--- src/hw/rtl/ava_pkg.sv ---
// ----------------------------------------------------------------------------
// ava_pkg
// Shared constants, types and register codes of the averaged voltage
// autorange unit.
// ----------------------------------------------------------------------------
package ava_pkg;

  localparam int DEF_WINDOW_DEPTH = 256;
  localparam int DEF_SAMPLE_BITS  = 10;
  localparam int DIV_LAT          = 2;

  localparam int FACTOR_W  = 16;
  localparam int VOLT_W    = 26;
  localparam int AVG_W     = 10;
  localparam int CFG_W     = 26;
  localparam int CFG_IDX_W = 2;

  localparam logic [FACTOR_W-1:0] RST_LOW_FACTOR  = 16'd975;
  localparam logic [FACTOR_W-1:0] RST_HIGH_FACTOR = 16'd4882;
  localparam logic [VOLT_W-1:0]   RST_UP_THR      = 26'd3000000;
  localparam logic [VOLT_W-1:0]   RST_DOWN_THR    = 26'd2500000;

  typedef enum logic [CFG_IDX_W-1:0] {
    CFG_LOW_FACTOR  = 2'd0,
    CFG_HIGH_FACTOR = 2'd1,
    CFG_UP_THR      = 2'd2,
    CFG_DOWN_THR    = 2'd3
  } cfg_reg_t;

  typedef struct packed {
    logic              range_next_low;
    logic              range_used_low;
    logic [AVG_W-1:0]  average_raw;
    logic [VOLT_W-1:0] voltage_uv;
  } result_t;

endpackage

--- src/hw/rtl/ava_cdiv.sv ---
// ----------------------------------------------------------------------------
// ava_cdiv
// Division by a constant divisor through multiplication with a rounded-up
// reciprocal, exact for every dividend of XW bits. The product is built from
// four partial products, which are registered and then summed into the
// registered quotient, with a new dividend every cycle.
// ----------------------------------------------------------------------------
module ava_cdiv #(
  parameter int XW      = 34,
  parameter int DIVISOR = ava_pkg::DEF_WINDOW_DEPTH
) (
  input  logic          clk,
  input  logic [XW-1:0] dividend,
  output logic [XW-1:0] quotient
);

  localparam int SH   = XW + $clog2(DIVISOR);
  localparam int MW   = XW + 1;
  localparam int HW   = (XW + 1) / 2;
  localparam int HM   = (MW + 1) / 2;
  localparam int PW   = XW + MW;
  localparam int LL_W = HW + HM;
  localparam int LH_W = HW + MW - HM;
  localparam int HL_W = XW - HW + HM;
  localparam int HH_W = XW - HW + MW - HM;
  localparam logic [MW-1:0] RECIP =
    MW'(((64'd1 << SH) + 64'(DIVISOR) - 64'd1) / 64'(DIVISOR));
  localparam logic [HM-1:0]    RECIP_LO = RECIP[HM-1:0];
  localparam logic [MW-HM-1:0] RECIP_HI = RECIP[MW-1:HM];

  logic [HW-1:0]    x_lo;
  logic [XW-HW-1:0] x_hi;
  logic [LL_W-1:0]  pp_ll_r;
  logic [LH_W-1:0]  pp_lh_r;
  logic [HL_W-1:0]  pp_hl_r;
  logic [HH_W-1:0]  pp_hh_r;
  logic [PW-1:0]    prod;
  logic [XW-1:0]    quot_r;

  assign x_lo = dividend[HW-1:0];
  assign x_hi = dividend[XW-1:HW];

  always_ff @(posedge clk) begin
    pp_ll_r <= LL_W'(x_lo) * LL_W'(RECIP_LO);
    pp_lh_r <= LH_W'(x_lo) * LH_W'(RECIP_HI);
    pp_hl_r <= HL_W'(x_hi) * HL_W'(RECIP_LO);
    pp_hh_r <= HH_W'(x_hi) * HH_W'(RECIP_HI);
  end

  assign prod = PW'(pp_ll_r) + (PW'(pp_lh_r) << HM) + (PW'(pp_hl_r) << HW)
              + (PW'(pp_hh_r) << (HW + HM));

  always_ff @(posedge clk) begin
    quot_r <= XW'(prod >> SH);
  end

  assign quotient = quot_r;

endmodule

--- src/hw/rtl/averaged_voltage_autorange_unit.sv ---
// ----------------------------------------------------------------------------
// averaged_voltage_autorange_unit
// Moving average over a ring of converter samples, scaled to microvolts,
// with hysteresis range selection.
// ----------------------------------------------------------------------------
// The unit takes one sample transaction per clock while in_tready is high and
// returns one result transaction for each, in order. A sample enters the ring
// memory, whose single port reads the entry being replaced and writes the new
// sample in the same cycle; that port sets the rate of one transaction per
// cycle. A result is written to the output queue after the registered steps:
// the ring read, the window update, the two range products, the partial
// products and quotient of the division by the window depth through
// reciprocal multiplication, and the range decision. Results wait in an
// output queue sized to the pipeline, so input is taken while results are
// stalled until the queue is committed full. No clearing pass follows reset:
// entries of the ring count as zero until the write slot has wrapped once.
// ----------------------------------------------------------------------------
module averaged_voltage_autorange_unit #(
  parameter int WINDOW_DEPTH = ava_pkg::DEF_WINDOW_DEPTH,
  parameter int SAMPLE_BITS  = ava_pkg::DEF_SAMPLE_BITS
) (
  input  logic                               clk,
  input  logic                               rst_n,
  input  logic                               in_tvalid,
  output logic                               in_tready,
  // adc_sample, zero padded
  input  logic [((SAMPLE_BITS+7)/8)*8-1:0]   in_tdata,
  // over_voltage
  input  logic [0:0]                         in_tuser,
  output logic                               out_tvalid,
  input  logic                               out_tready,
  // voltage_uv, average_raw, zero padded
  output logic [39:0]                        out_tdata,
  // range_used_low, range_next_low
  output logic [1:0]                         out_tuser,
  input  logic                               cfg_we,
  input  logic [ava_pkg::CFG_IDX_W-1:0]      cfg_index,
  input  logic [ava_pkg::CFG_W-1:0]          cfg_wdata
);

  import ava_pkg::*;

  localparam int SLOT_W     = $clog2(WINDOW_DEPTH);
  localparam int SUM_W      = SAMPLE_BITS + $clog2(WINDOW_DEPTH);
  localparam int PROD_W     = SUM_W + FACTOR_W;
  localparam int DIV_W      = (PROD_W > VOLT_W) ? PROD_W : VOLT_W + 1;
  localparam int DIV_STAGES = DIV_LAT;
  localparam int LAT        = DIV_STAGES + 4;
  localparam int FIFO_DEPTH = LAT + 2;
  localparam int PTR_W      = $clog2(FIFO_DEPTH);
  localparam int OCC_W      = $clog2(FIFO_DEPTH + 1);
  localparam logic [VOLT_W-1:0] VOLT_MAX = '1;

  logic                   in_fire;
  logic                   out_fire;
  logic [SAMPLE_BITS-1:0] sample;

  logic [FACTOR_W-1:0] low_factor_r;
  logic [FACTOR_W-1:0] high_factor_r;
  logic [VOLT_W-1:0]   up_thr_r;
  logic [VOLT_W-1:0]   down_thr_r;

  logic [SAMPLE_BITS-1:0] ring_mem [WINDOW_DEPTH];
  logic [SAMPLE_BITS-1:0] ring_rd_r;
  logic [SLOT_W-1:0]      wr_slot_r;
  logic                   filled_r;

  logic                   s1_valid_r;
  logic                   s1_over_r;
  logic                   s1_old_ok_r;
  logic [SAMPLE_BITS-1:0] s1_sample_r;

  logic [SUM_W-1:0] sum_r;
  logic [SUM_W-1:0] sum_nxt;
  logic             s2_valid_r;
  logic             s2_over_r;

  logic              s3_valid_r;
  logic              s3_over_r;
  logic [PROD_W-1:0] p_low_r;
  logic [PROD_W-1:0] p_high_r;
  logic [SUM_W-1:0]  s3_sum_r;

  logic             dly_valid_r [DIV_STAGES];
  logic             dly_over_r  [DIV_STAGES];
  logic [DIV_W-1:0] q_low;
  logic [DIV_W-1:0] q_high;
  logic [DIV_W-1:0] q_avg;

  logic              fin_valid;
  logic              fin_over;
  logic [VOLT_W-1:0] volt_low;
  logic [VOLT_W-1:0] volt_high;
  logic [VOLT_W-1:0] volt_sel;
  logic              range_low_r;
  logic              range_low_nxt;
  result_t           fin_res;

  result_t          fifo_mem [FIFO_DEPTH];
  logic [PTR_W-1:0] fifo_wr_r;
  logic [PTR_W-1:0] fifo_rd_r;
  logic [OCC_W-1:0] fifo_cnt_r;
  logic [OCC_W-1:0] occ_r;
  result_t          head;

  assign in_fire  = in_tvalid && in_tready;
  assign out_fire = out_tvalid && out_tready;
  assign sample   = in_tdata[SAMPLE_BITS-1:0];

  always_ff @(posedge clk) begin
    if (!rst_n) begin
      low_factor_r  <= RST_LOW_FACTOR;
      high_factor_r <= RST_HIGH_FACTOR;
      up_thr_r      <= RST_UP_THR;
      down_thr_r    <= RST_DOWN_THR;
    end else if (cfg_we) begin
      case (cfg_reg_t'(cfg_index))
        CFG_LOW_FACTOR:  low_factor_r  <= cfg_wdata[FACTOR_W-1:0];
        CFG_HIGH_FACTOR: high_factor_r <= cfg_wdata[FACTOR_W-1:0];
        CFG_UP_THR:      up_thr_r      <= cfg_wdata[VOLT_W-1:0];
        CFG_DOWN_THR:    down_thr_r    <= cfg_wdata[VOLT_W-1:0];
        default: begin
        end
      endcase
    end
  end

  // The ring reads the replaced entry before writing the new sample.
  always_ff @(posedge clk) begin
    if (in_fire) begin
      ring_rd_r          <= ring_mem[wr_slot_r];
      ring_mem[wr_slot_r] <= sample;
    end
  end

  always_ff @(posedge clk) begin
    if (!rst_n) begin
      wr_slot_r <= '0;
      filled_r  <= 1'b0;
    end else if (in_fire) begin
      if (wr_slot_r == SLOT_W'(WINDOW_DEPTH - 1)) begin
        wr_slot_r <= '0;
        filled_r  <= 1'b1;
      end else begin
        wr_slot_r <= wr_slot_r + 1'b1;
      end
    end
  end

  always_ff @(posedge clk) begin
    if (!rst_n) begin
      s1_valid_r <= 1'b0;
    end else begin
      s1_valid_r <= in_fire;
    end
    s1_over_r   <= in_tuser[0];
    s1_old_ok_r <= filled_r;
    s1_sample_r <= sample;
  end

  assign sum_nxt = sum_r - (s1_old_ok_r ? SUM_W'(ring_rd_r) : '0) + SUM_W'(s1_sample_r);

  always_ff @(posedge clk) begin
    if (!rst_n) begin
      sum_r      <= '0;
      s2_valid_r <= 1'b0;
    end else begin
      s2_valid_r <= s1_valid_r;
      if (s1_valid_r) begin
        sum_r <= sum_nxt;
      end
    end
    s2_over_r <= s1_over_r;
  end

  always_ff @(posedge clk) begin
    if (!rst_n) begin
      s3_valid_r <= 1'b0;
    end else begin
      s3_valid_r <= s2_valid_r;
    end
    s3_over_r <= s2_over_r;
    s3_sum_r  <= sum_r;
    p_low_r   <= PROD_W'(sum_r) * PROD_W'(low_factor_r);
    p_high_r  <= PROD_W'(sum_r) * PROD_W'(high_factor_r);
  end

  ava_cdiv #(.XW(DIV_W), .DIVISOR(WINDOW_DEPTH)) u_div_low (
    .clk      (clk),
    .dividend (DIV_W'(p_low_r)),
    .quotient (q_low)
  );

  ava_cdiv #(.XW(DIV_W), .DIVISOR(WINDOW_DEPTH)) u_div_high (
    .clk      (clk),
    .dividend (DIV_W'(p_high_r)),
    .quotient (q_high)
  );

  ava_cdiv #(.XW(DIV_W), .DIVISOR(WINDOW_DEPTH)) u_div_avg (
    .clk      (clk),
    .dividend (DIV_W'(s3_sum_r)),
    .quotient (q_avg)
  );

  always_ff @(posedge clk) begin
    if (!rst_n) begin
      for (int i = 0; i < DIV_STAGES; i++) begin
        dly_valid_r[i] <= 1'b0;
      end
    end else begin
      dly_valid_r[0] <= s3_valid_r;
      for (int i = 1; i < DIV_STAGES; i++) begin
        dly_valid_r[i] <= dly_valid_r[i-1];
      end
    end
    dly_over_r[0] <= s3_over_r;
    for (int i = 1; i < DIV_STAGES; i++) begin
      dly_over_r[i] <= dly_over_r[i-1];
    end
  end

  assign fin_valid = dly_valid_r[DIV_STAGES-1];
  assign fin_over  = dly_over_r[DIV_STAGES-1];
  assign volt_low  = (|q_low[DIV_W-1:VOLT_W])  ? VOLT_MAX : q_low[VOLT_W-1:0];
  assign volt_high = (|q_high[DIV_W-1:VOLT_W]) ? VOLT_MAX : q_high[VOLT_W-1:0];
  assign volt_sel  = range_low_r ? volt_low : volt_high;

  always_comb begin
    if (fin_over) begin
      range_low_nxt = 1'b0;
    end else if (range_low_r) begin
      range_low_nxt = !(volt_sel > up_thr_r);
    end else begin
      range_low_nxt = volt_sel < down_thr_r;
    end
    fin_res.range_next_low = range_low_nxt;
    fin_res.range_used_low = range_low_r;
    fin_res.average_raw    = q_avg[AVG_W-1:0];
    fin_res.voltage_uv     = volt_sel;
  end

  always_ff @(posedge clk) begin
    if (!rst_n) begin
      range_low_r <= 1'b0;
    end else if (fin_valid) begin
      range_low_r <= range_low_nxt;
    end
  end

  always_ff @(posedge clk) begin
    if (fin_valid) begin
      fifo_mem[fifo_wr_r] <= fin_res;
    end
  end

  always_ff @(posedge clk) begin
    if (!rst_n) begin
      fifo_wr_r  <= '0;
      fifo_rd_r  <= '0;
      fifo_cnt_r <= '0;
      occ_r      <= '0;
    end else begin
      if (fin_valid) begin
        fifo_wr_r <= (fifo_wr_r == PTR_W'(FIFO_DEPTH - 1)) ? '0 : fifo_wr_r + 1'b1;
      end
      if (out_fire) begin
        fifo_rd_r <= (fifo_rd_r == PTR_W'(FIFO_DEPTH - 1)) ? '0 : fifo_rd_r + 1'b1;
      end
      fifo_cnt_r <= fifo_cnt_r + OCC_W'(fin_valid) - OCC_W'(out_fire);
      occ_r      <= occ_r + OCC_W'(in_fire) - OCC_W'(out_fire);
    end
  end

  assign head       = fifo_mem[fifo_rd_r];
  assign in_tready  = occ_r < OCC_W'(FIFO_DEPTH);
  assign out_tvalid = fifo_cnt_r != '0;
  assign out_tdata  = {4'b0000, head.average_raw, head.voltage_uv};
  assign out_tuser  = {head.range_next_low, head.range_used_low};

  a_occ_bound : assert property (@(posedge clk) disable iff (!rst_n)
    occ_r <= OCC_W'(FIFO_DEPTH))
    else $error("Outstanding transaction count exceeds the output queue.");

  a_queue_within_occ : assert property (@(posedge clk) disable iff (!rst_n)
    fifo_cnt_r <= occ_r)
    else $error("Output queue holds more results than outstanding transactions.");

  a_no_overflow : assert property (@(posedge clk) disable iff (!rst_n)
    fin_valid |-> fifo_cnt_r < OCC_W'(FIFO_DEPTH))
    else $error("Result written into a full output queue.");

  a_over_forces_high : assert property (@(posedge clk) disable iff (!rst_n)
    fin_valid && fin_over |=> !range_low_r)
    else $error("Over-voltage did not select the high range.");

endmodule

--- config.mk ---
export PLATFORM = sky130hd
export DESIGN_NAME = averaged_voltage_autorange_unit
export DESIGN_NICKNAME = d
export VERILOG_FILES = /design/src/hw/rtl/ava_pkg.sv /design/src/hw/rtl/ava_cdiv.sv /design/src/hw/rtl/averaged_voltage_autorange_unit.sv
export SDC_FILE = /design/constraint.sdc
export NUM_CORES = 2
export LEC_CHECK = 0
export ABC_AREA = 1
export ABC_CLOCK_PERIOD_IN_PS = 8000
export BUFFER_PORTS_ARGS = -buffer_cell sky130_fd_sc_hd__buf_4
export CAP_MARGIN = 20
export CORE_MARGIN = 4
export CORE_UTILIZATION = 52
export DETAILED_ROUTE_END_ITERATION = 16
export PLACE_DENSITY_LB_ADDON = 0.08
export SETUP_SLACK_MARGIN = 0.2
export SLEW_MARGIN = 40
export SYNTH_ARGS = -nofsm -noshare
export SYNTH_HDL_FRONTEND = slang
export SYNTH_HIERARCHICAL = 1
export SYNTH_SLANG_ARGS = --single-unit
--- constraint.sdc ---
create_clock -name clk -period 8 [get_ports clk]
set_input_delay 0.4 -clock clk [delete_from_list [all_inputs] [get_ports clk]]
set_output_delay 0.4 -clock clk [all_outputs]
set_load 0.1 [all_outputs]
# == Word-level counts from Yosys, hierarchy flattened ==
# Memories as Yosys holds them, arrays and structs flattened. A register that Yosys moved wholly into a read port is not among the register bits.
# Index checks and enable logic that the tools add are counted.
# W data, S select, Z words.
# classes
bitwise_logic,2
n_mux,19
multipliers,2
add_sub_neg,12
order_cmp,3
n_reduce_logical,10
shift,0
eq_ne,6
n_div,0
# ops
op,count
$add A51 B68 Y69,2
$mux W26,3
$mul A18 B16 Y34,2
$add A51 B52 Y52,1
$gt A26 B26 Y1,1
$lt A26 B26 Y1,1
$add A18 B10 Y18,1
$sub A18 B10 Y18,1
$mux W3,4
$mux W1,10
$mux W10,1
$reduce_and A2 Y1,5
$add A4 B1 Y4,2
$add A8 B1 Y8 const B,1
$eq A8 B8 Y1 const B,1
$mux W8,1
$sub A4 B1 Y4,2
$add A3 B1 Y3 const B,2
$eq A3 B3 Y1 const B,2
$eq A2 B2 Y1 const B,2
$lt A4 B4 Y1 const B,1
$reduce_bool A4 Y1,1
$eq A2 B1 Y1 const B,1
$logic_and A1 B1 Y1,2
other kinds (3),4
# word_totals
mem_bits_ro,0
ff_bits,379
ram_bits,2868
input_bits,50
memories,4
out_inout_bits,44
latchBits,0
# memory_table
memory,depth,word_bits,read_ports,rd_ports_with_merged_regs,write_ports,line,rtl
ring_mem,256,10,1,1,1,averaged_voltage_autorange_unit.sv:63,logic [SAMPLE_BITS-1:0] ring_mem [WINDOW_DEPTH];
fifo_mem,8,38,1,1,1,averaged_voltage_autorange_unit.sv:99,result_t fifo_mem [FIFO_DEPTH];
dly_over_r,2,1,2,0,2,averaged_voltage_autorange_unit.sv:85,logic dly_over_r [DIV_STAGES];
dly_valid_r,2,1,2,0,2,averaged_voltage_autorange_unit.sv:84,logic dly_valid_r [DIV_STAGES];

# == Depth between registers and ports, before layout ==
# logic_depth
ltp_word,6
depth_mapped,26
ltp_nobuf,24

# == Modules after synthesis ==
# The synthesis kept the hierarchy.
# modules_own_cells
module,n_inst,area_per_inst_um2,cells_each
averaged_voltage_autorange_unit,1,142738.1,12623
ava_cdiv,3,1104.8,61

# == Worst setup path before layout ==
# OpenSTA, ideal clock, no wires.
# synth_path
path_type,register -> register
start,register high_factor_r[7]
end,register p_high_r[25]
arrival_time_ns,5.570
setup_time_ns,0.120
period_less_slack_ns,5.690
path_buffers,2
path_stages_with_launch,24
required_time_ns,7.880
path_slack_ns,2.310
path_cell_list,dfxtp_1 -> clkbuf_1 -> clkbuf_1 -> nand2_1 -> fa_1 -> inv_1 -> fa_1 -> inv_1 -> fa_1 -> inv_1 -> fa_1 -> fa_1 -> inv_1 -> fa_1 -> inv_1 -> ha_1 -> a21o_1 -> a21oi_1 -> a21boi_0 -> o21ai_0 -> a21boi_0 -> o21ai_0 -> nand2_1 -> nand2_1
# synth_between
elab_chain_len,1
# synth_rtl
element,line,rtl
start: declaration,averaged_voltage_autorange_unit.sv:59,logic [FACTOR_W-1:0] high_factor_r;
start signal: assignment,averaged_voltage_autorange_unit.sv:119,CFG_HIGH_FACTOR: high_factor_r <= cfg_wdata[FACTOR_W-1:0];
$mul A18 B16 Y34,averaged_voltage_autorange_unit.sv:185,p_high_r <= PROD_W'(sum_r) * PROD_W'(high_factor_r);
end signal: assignment,averaged_voltage_autorange_unit.sv:185,
end: declaration,averaged_voltage_autorange_unit.sv:81,logic [PROD_W-1:0] p_high_r;
# Every way passes these cells.
# A chain may end at the register's enable or synchronous reset.

# == Worst setup path in the final report ==
# layout_path
start,register sum_r[9]
end,register p_low_r[33]
# layout_between
elab_chain_len,1
# layout_rtl
element,line,rtl
start: declaration,averaged_voltage_autorange_unit.sv:73,logic [SUM_W-1:0] sum_r;
start signal: assignment,averaged_voltage_autorange_unit.sv:170,sum_r <= sum_nxt;
$mul A18 B16 Y34,averaged_voltage_autorange_unit.sv:184,p_low_r <= PROD_W'(sum_r) * PROD_W'(low_factor_r);
end signal: assignment,averaged_voltage_autorange_unit.sv:184,
end: declaration,averaged_voltage_autorange_unit.sv:80,logic [PROD_W-1:0] p_low_r;
# Every way passes these cells.

==> results.yml <==
outcome:
  status: "completed"
setup_path:
  critPathLaunchType: "register"
  cp_num_cells: 18
  crit_type: "register to register"
  critPathMaxFanout: 21
  path_cells: "buf_4 > nand2_1 > fa_1 > fa_1 > fa_1 > inv_1 > fa_1 > fa_1 > inv_1 > fa_1 > inv_1 > ha_1 > a21oi_1 > a21boi_0 > o21bai_1 > a21oi_1 > o211ai_1 > xnor2_1"
  crit_path_frequent_cell: "fa_1"
  end_kind: "register"
  rr_worst_depth: 18
  cp_top_family: "adder cells"
  slowest_delay_ns: 0.72
  worstPathRequired_ns: 8.81
  cp_num_buf_inv: 4
  cp_slowest_cell: "dfxtp_1"
  arrival_ns: 7.07
pwr:
  comb_power_share: 0.245
  power.share.sequential: 0.419
  p_sw_w: 0.0147
  ir_worst_vdd_mv: 0.217
  total_power_w: 0.0456
  p_leak_nw: 60.1
  clock_power_share: 0.337
  power.internal_w: 0.0310
  power_density_nw_per_um2: 284
  switching_share: 0.321
sta:
  final.setup_skew_ns: 0.0382
  worst_pin_slew_ns: 0.895
  max_freq_mhz: 160
  hold_viol: 0
  period_share: 0.782
  slew_headroom: 0.397
  tns_ns: 0
  maxSlewViolCount: 0
  rsz0062_at_grt: "no"
  period_minus_slack_ns: 6.26
  setup_violations: 0
floorplanning:
  dieArea_um2: 287000
  die_h_um: 536
  dieWidth_um: 536
  initial_core_util: 0.523
  core-area_um2: 277000
  ios: 94
  core.rowCount: 193
place:
  dp_cells: 15926
  numPortBuffers: 83
  gp_congestion: 0.894
  place_area_um2: 149000
  dp.final_hpwl_um: 248000
detailed_routing:
  post-route-drc-count: 0
  vias: 95905
  wirelength_um: 408000
  dr.pass1.iters: 8
  wire_per_inst_um: 24.6
  ant_nets: 0
  vias_per_cell: 5.78
  drt_first_iter_violations: 10348
cts:
  cts_tree: "done"
  cts_sinks: 3210
  cts_root_buf: "clkbuf_16"
  cts_hold_buf: 46
  clkLatencyLatePin_ns: 0.92
  numCtsBuffers: 339
  post_cts_resize_count: 0
  post_cts_buffers: 0
  h-tree-depth: 5
  clk_pin_slew_worst_paths_ns: 0.07
  clk_path_buf_depth: 4
layout:
  drive_gt1_frac: 0.0826
  layout_common_cells: "edfxtp_1, nor2_1, nand2_1, o21ai_0, inv_1"
  instances_no_fill: 16593
  final_common_cell: "edfxtp_1"
  layout.nets: 13420
  fillers: 22665
  design_area_um2: 161000
  final_util: 0.580
  syn_to_final_growth_pct: 10.9
synthesis:
  syn_avg_cell_area_um2: 11.4
  yosys_warnings: 6
  syn_area_um2: 145000
  syn_inst: 12731
global_route:
  grt_overflow: 0
  grt_use_total: 0.280
  grt_pass1_wl_um: 600000
  grt_max_degree: 189
  antenna_found_initial: 18
  grt_pass1_vias: 92934
job:
  drv_cap: 0
min_path:
  whs_path_depth: 5
  hold_class: "input pin to register"
==> power groups by stage <==
stage | clock [W] | sequential [W] | combinational, W
5_1_grt | 0.0163 | 0.0192 | 0.0124
4_1_cts | 0.0156 | 0.0191 | 0.0112
6_report | 0.0154 | 0.0191 | 0.0112
3_5_place_dp | 0 | 0.0195 | 0.0111
3_3_place_gp | 0 | 0.0195 | 0.0109
2_1_floorplan | 0 | 0.0192 | 0.00796
==> stage by stage <==
step / hold slack, ns / setup slack, ns
floorplan: 0.310 / 2.31
global placement: 0.310 / 1.62
detailed placement: 0.312 / 1.66
CTS: 0.0397 / 1.68
global route: 0.0987 / 1.34
finish: 0.107 / 1.74
==> tightest hold or removal path, cell delays in order <==
cell and delay (ns):
buf_4 0.10, nor2_1 0.05, buf_4 0.22, nand2_1 0.10
nand3_1 0.07
==> final timing paths <==
| check | startpoint | end | slack [ns] |
|---|---|---|---|
| worst min-delay path | cfg_index[1] | high_factor_r[9]$_SDFFE_PN1P_ | 0.11 |
| worst max-delay path | sum_r[9]$_SDFFE_PN0P_ | p_low_r[33]$_DFF_P_ | 1.74 |
| worst max register to register | sum_r[9]$_SDFFE_PN0P_ | p_low_r[33]$_DFF_P_ | 1.74 |
| worst min register to register | s3_sum_r[15]$_DFF_P_ | u_div_avg/pp_lh_r[31]$_DFF_P_ | 0.30 |
==> registers in the layout (all words and copies together) (netlist names), 18 cells and up, named ones only <==
signal,count
p_high_r,26
fifo_mem,304
u_div_high/quotient,26
p_low_r,26
u_div_low/quotient,26
sum_r,18
up_thr_r,26
down_thr_r,26
ring_mem,2560
==> layer usage <==
metal  global-route usage  vias up  share of wire
met4                0.101       10          0.040
met3               0.0543      747          0.087
met2                0.437     3897           0.46
met1                0.392    47810           0.41
li1                     -    43441              -
met5                    0        -        0.00014
==> layout make-up <==
| type | count | area [µm²] | share of cell area |
|---|---|---|---|
| multi-input cells | 7678 | 44900 | 0.280 |
| repair buffers | 315 | 3160 | 0.0197 |
| flip-flops and latches | 3210 | 93100 | 0.579 |
| clock inverters | 173 | 1550 | 0.00964 |
| clock buffers | 438 | 9230 | 0.0575 |
| well taps | 3705 | 4640 | 0.0289 |
| diodes | 2 | 5.00 | 0.0000312 |
| inverters | 1072 | 4060 | 0.0253 |
(Power assumes the default switching activity.)
